$ cat src/rtl/ast_pkg.sv
package ast_pkg;
  localparam int MAX_TIMES_DEF  = 256;
  localparam int MAX_ANGLES_DEF = 64;
  localparam int DW = 98;
  localparam logic [31:0] PI_Q30 = 32'd3373259426;
  localparam logic [8:0] TIME_COUNT_RST  = 9'd256;
  localparam logic [6:0] ANGLE_COUNT_RST = 7'd64;
  localparam logic REG_TIME_COUNT  = 1'b0;
  localparam logic REG_ANGLE_COUNT = 1'b1;
  localparam logic [1:0] STAT_OK     = 2'd0;
  localparam logic [1:0] STAT_ANGLE  = 2'd1;
  localparam logic [1:0] STAT_BEYOND = 2'd2;

  typedef enum logic [1:0] {
    OP_LOAD_ANGLE, OP_LOAD_TIME, OP_LOAD_RADIUS, OP_QUERY
  } opcode_t;

  typedef enum logic [4:0] {
    ST_IDLE, ST_AFIRST, ST_ALAST, ST_ACHK, ST_ASRCH, ST_AMID, ST_WSET, ST_WDIV,
    ST_PREP, ST_EV_T, ST_EV_R1, ST_EV_R2, ST_EV_M1, ST_EV_M2S, ST_EV_M2,
    ST_DECIDE, ST_TSRCH, ST_FIN, ST_QDIV, ST_QMUL
  } state_t;

  typedef enum logic [1:0] {PH_FIRST, PH_LAST, PH_MID} phase_t;

  typedef struct packed {
    logic        go;
    logic [63:0] a;
    logic [32:0] b;
  } mul_req_t;

  typedef struct packed {
    logic        done;
    logic [95:0] p;
  } mul_rsp_t;

  typedef struct packed {
    logic          go;
    logic [DW-1:0] num;
    logic [DW-1:0] den;
  } div_req_t;

  typedef struct packed {
    logic        done;
    logic [31:0] quot;
  } div_rsp_t;
endpackage

$ cat src/rtl/ast_div.sv
// Restoring divider, 32 quotient bits of num * 2^32 / den, one bit a cycle; num < den.
module ast_div (
  input  logic             clk,
  input  logic             rst_n,
  input  ast_pkg::div_req_t req,
  output ast_pkg::div_rsp_t rsp
);
  logic [5:0]            cnt_r;
  logic                  done_r;
  logic [ast_pkg::DW-1:0] rem_r, den_r, rem_sh;
  logic [31:0]           q_r;
  logic                  take;

  assign rem_sh = {rem_r[ast_pkg::DW-2:0], 1'b0};
  assign take   = rem_sh >= den_r;

  always_ff @(posedge clk) begin
    if (!rst_n) begin
      cnt_r  <= 6'd0;
      done_r <= 1'b0;
    end else begin
      done_r <= (cnt_r == 6'd1);
      if (req.go) begin
        cnt_r <= 6'd32;
      end else if (cnt_r != 6'd0) begin
        cnt_r <= cnt_r - 6'd1;
      end
    end
  end

  always_ff @(posedge clk) begin
    if (req.go) begin
      rem_r <= req.num;
      den_r <= req.den;
      q_r   <= 32'd0;
    end else if (cnt_r != 6'd0) begin
      rem_r <= take ? rem_sh - den_r : rem_sh;
      q_r   <= {q_r[30:0], take};
    end
  end

  assign rsp.done = done_r;
  assign rsp.quot = q_r;
endmodule

$ cat config.mk
export PLATFORM = sky130hd
export DESIGN_NAME = ast_div
export DESIGN_NICKNAME = d
export VERILOG_FILES = /design/src/rtl/ast_pkg.sv /design/src/rtl/ast_div.sv
export SDC_FILE = /design/constraint.sdc
export NUM_CORES = 1
export LEC_CHECK = 0
export BUFFER_PORTS_ARGS = -buffer_cell sky130_fd_sc_hd__buf_4
export CAP_MARGIN = 30
export CORE_ASPECT_RATIO = 1.1
export CORE_MARGIN = 4
export CORE_UTILIZATION = 45
export DETAILED_ROUTE_END_ITERATION = 10
export HOLD_SLACK_MARGIN = 0.06
export MAX_ROUTING_LAYER = met4
export PLACE_DENSITY = 0.74
export SLEW_MARGIN = 20
export SYNTH_ARGS = -nofsm -noshare
export SYNTH_HDL_FRONTEND = slang
export SYNTH_SLANG_ARGS = --single-unit
$ cat constraint.sdc
create_clock -name clk -period 5.25 [get_ports clk]
set_input_delay 0.2625 -clock clk [delete_from_list [all_inputs] [get_ports clk]]
set_output_delay 0.2625 -clock clk [all_outputs]
set_load 0.02 [all_outputs]
==> run metrics <==
HP Class=primary input to flip-flop; Ys Warns=0; total power draw=11.19 mW; CTS tree=done; Yosys cell types=81; top post-synthesis cells by area=edfxtp_1, ha_1, nand2_1; CTS clk-pin slew, worst paths=0.06 ns; clock skew=0.01589 ns; clk root buf=clkbuf_16; syn avg cell area=8.618 um2; Post-Place Worst Slack=0.8972 ns; Syn Std Cell Area=15940 um2; RSZ-0062 raised after global routing=no; Slew Viols, Final=0; initial antenna violation count=4; DP HPWL=34430 um; cell row count=72; Residual DRC=0; die span in y=205.4 um; Initial Util=0.4547; gr ovfl total=0; Slew HR=0.4047; Layout area overhead=28.97%; Max VDD drop=0.0003234 V; Skew-Pair Late Insertion Delay=0.56 ns; max-cap viol count=0; setup ws final=0.7972 ns; Final Critical Period=4.453 ns; Slowest-stage cell, CP=or4b_1; ys async rst share=0; post-synthesis sequential area ratio=0.4165; area of the core=35040 um2; nets=2491; RD Place Congestion=0.9663; critical path arrival=4.76 ns; Yosys top cell area share=0.3675; final period utilization=0.8482; Setup crit end kind=flip-flop; CP max stage delay=0.47 ns; Post-Syn Nets=2149; Top Ports=232; placed instance count=2435; number of setup violations in the final report=0; vias in the first global route=15.26k; Mapped Cells=1849; kind of critical path=flip-flop to flip-flop; crit path cell chain=ha_1, nand2_1, nor3_2, nand4_1, or3_1, o2bb2ai_2, o211ai_1, a21oi_1, o21ai_1, buf_4, a21oi_2, or4b_1, and3_1; Worst Path Required=5.56 ns; final wirelength=49180 um; share of layout cells above drive strength 1=0.1421; CTS max path bufs=3; final hold violations=0; largest area contributor in the netlist=edfxtp_1; pwr/cell area=544.6 nW/um2; Hold WS=0.07136 ns; CTS Buf Count=26; Final Non-Filler Cells=2657; Pre-antenna DRT Iters=6; post-route antenna net violation count=0; routed len/inst=18.51 um; post-CTS resize count=0; die span in x=187.4 um; DR vias=15.13k; CTS sink count=234; Total GRT Usage=0.2533; largest net degree at the start of global routing=78; H-tree depth reported by CTS=1; number of port buffers=230; first-pass GRT wire length=78090 um; Synth Register Bits=234; Die Footprint=38490 um2; most instantiated cells after synthesis=nand2_1, a21oi_1, edfxtp_1; Worst-Margin Slew=0.8854 ns; status=completed; setup TNS=0 ns; DRT iter0 DRCs=1254; EDFF count, synth=195; worst-path maximum fanout=7; Leak=8.618 nW; routed vias/inst=5.694; top-count cell post-synth=nand2_1; CP startpoint kind=flip-flop; fmax=0.2246 GHz; main flop type after synthesis=edfxtp_1
[worst max-delay path, delay by kind of cell (launching register included)]
kind | cells | cell delay, ns
AND/OR/NAND/NOR | 6 | 1.72
AO/OA/AOI/OAI | 5 | 1.44
adder cells (fa/ha/maj) | 1 | 0.43
flip-flops | 1 | 0.40
buffers and inverters | 1 | 0.21
[timing repair]
item,CTS,global route
endpoints found under the hold margin,172,0
hold buffers,171,0
buffers inserted,0,0
endpoints found under the setup margin,0,0
[area by class of cell]
type / count / area [um2]
Antenna cell: 4 / 10.01
Clock inverter: 13 / 92.59
Tap cell: 444 / 555.5
Fill cell: 3000 / 14490
Clock buffer: 33 / 729.5
Multi-Input combinational cell: 1366 / 8339
Sequential cell: 234 / 6636
Inverter: 143 / 539.3
Timing Repair Buffer: 420 / 3650
[placed cells by master (no fill, tap or decap), types with 40 or more instances in the layout]
cell and count:
a21oi_1 195, a21o_1 40, o21ai_0 77, inv_1 141
xnor2_1 50, edfxtp_1 195, nand4_1 55, nand2_1 297
ha_1 100, nor2_1 145, buf_4 244, a31oi_1 72
dlygate4sd3_1 171
[per-stage QoR]
step                      utilization  cell area (um2)
after floorplan                     -            15940
after global placement         0.5123            17950
after detailed placement       0.5131            17980
after CTS                      0.5854            20510
after global routing           0.5865            20550
final                          0.5865            20550
[metal layers]
metal,track usage,part of all wire
met1,0.3064,0.42
met2,0.4417,0.49
met3,0.03376,0.054
met4,0.08416,0.035
met5,-,0
[path summary, 6_finish.rpt]
| kind | startpoint | to | slack, ns | cells past startpoint |
|---|---|---|---|---|
| max reg2reg | rem_r[38] | rem_r[91] | 0.80 | 13 |
| max | rem_r[38] | rem_r[91] | 0.80 | 13 |
| min | req[170] | rem_r[72] | 0.07 | 2 |
| min reg2reg | q_r[31] | q_r[31] | 0.47 | 2 |
[flip-flops by register name, indices dropped and copies added (netlist names)]
| name | cells |
|---|---|
| done_r | 1 |
| rem_r | 97 |
| q_r | 32 |
| den_r | 98 |
| cnt_r | 6 |
[power breakdown]
group / internal, mW / switching (mW) / total [mW]
logic: 2.50 / 3.94 / 6.44
registers: 2.67 / 0.279 / 2.95
clock network: 1.03 / 0.780 / 1.81
total: 6.20 / 5.00 / 11.2
[logic make-up after synthesis]
group / Yosys count / synth area share
AND/OR/NAND/NOR: 643 / 0.1827
multiplexers: 4 / 0.002670
buffers and inverters: 249 / 0.06116
adder cells (fa/ha/maj): 101 / 0.07977
XOR/XNOR: 79 / 0.04342
flip-flops: 234 / 0.4165
AO/OA/AOI/OAI: 539 / 0.2138
No activity file was read; power rests on OpenSTA's default activity.
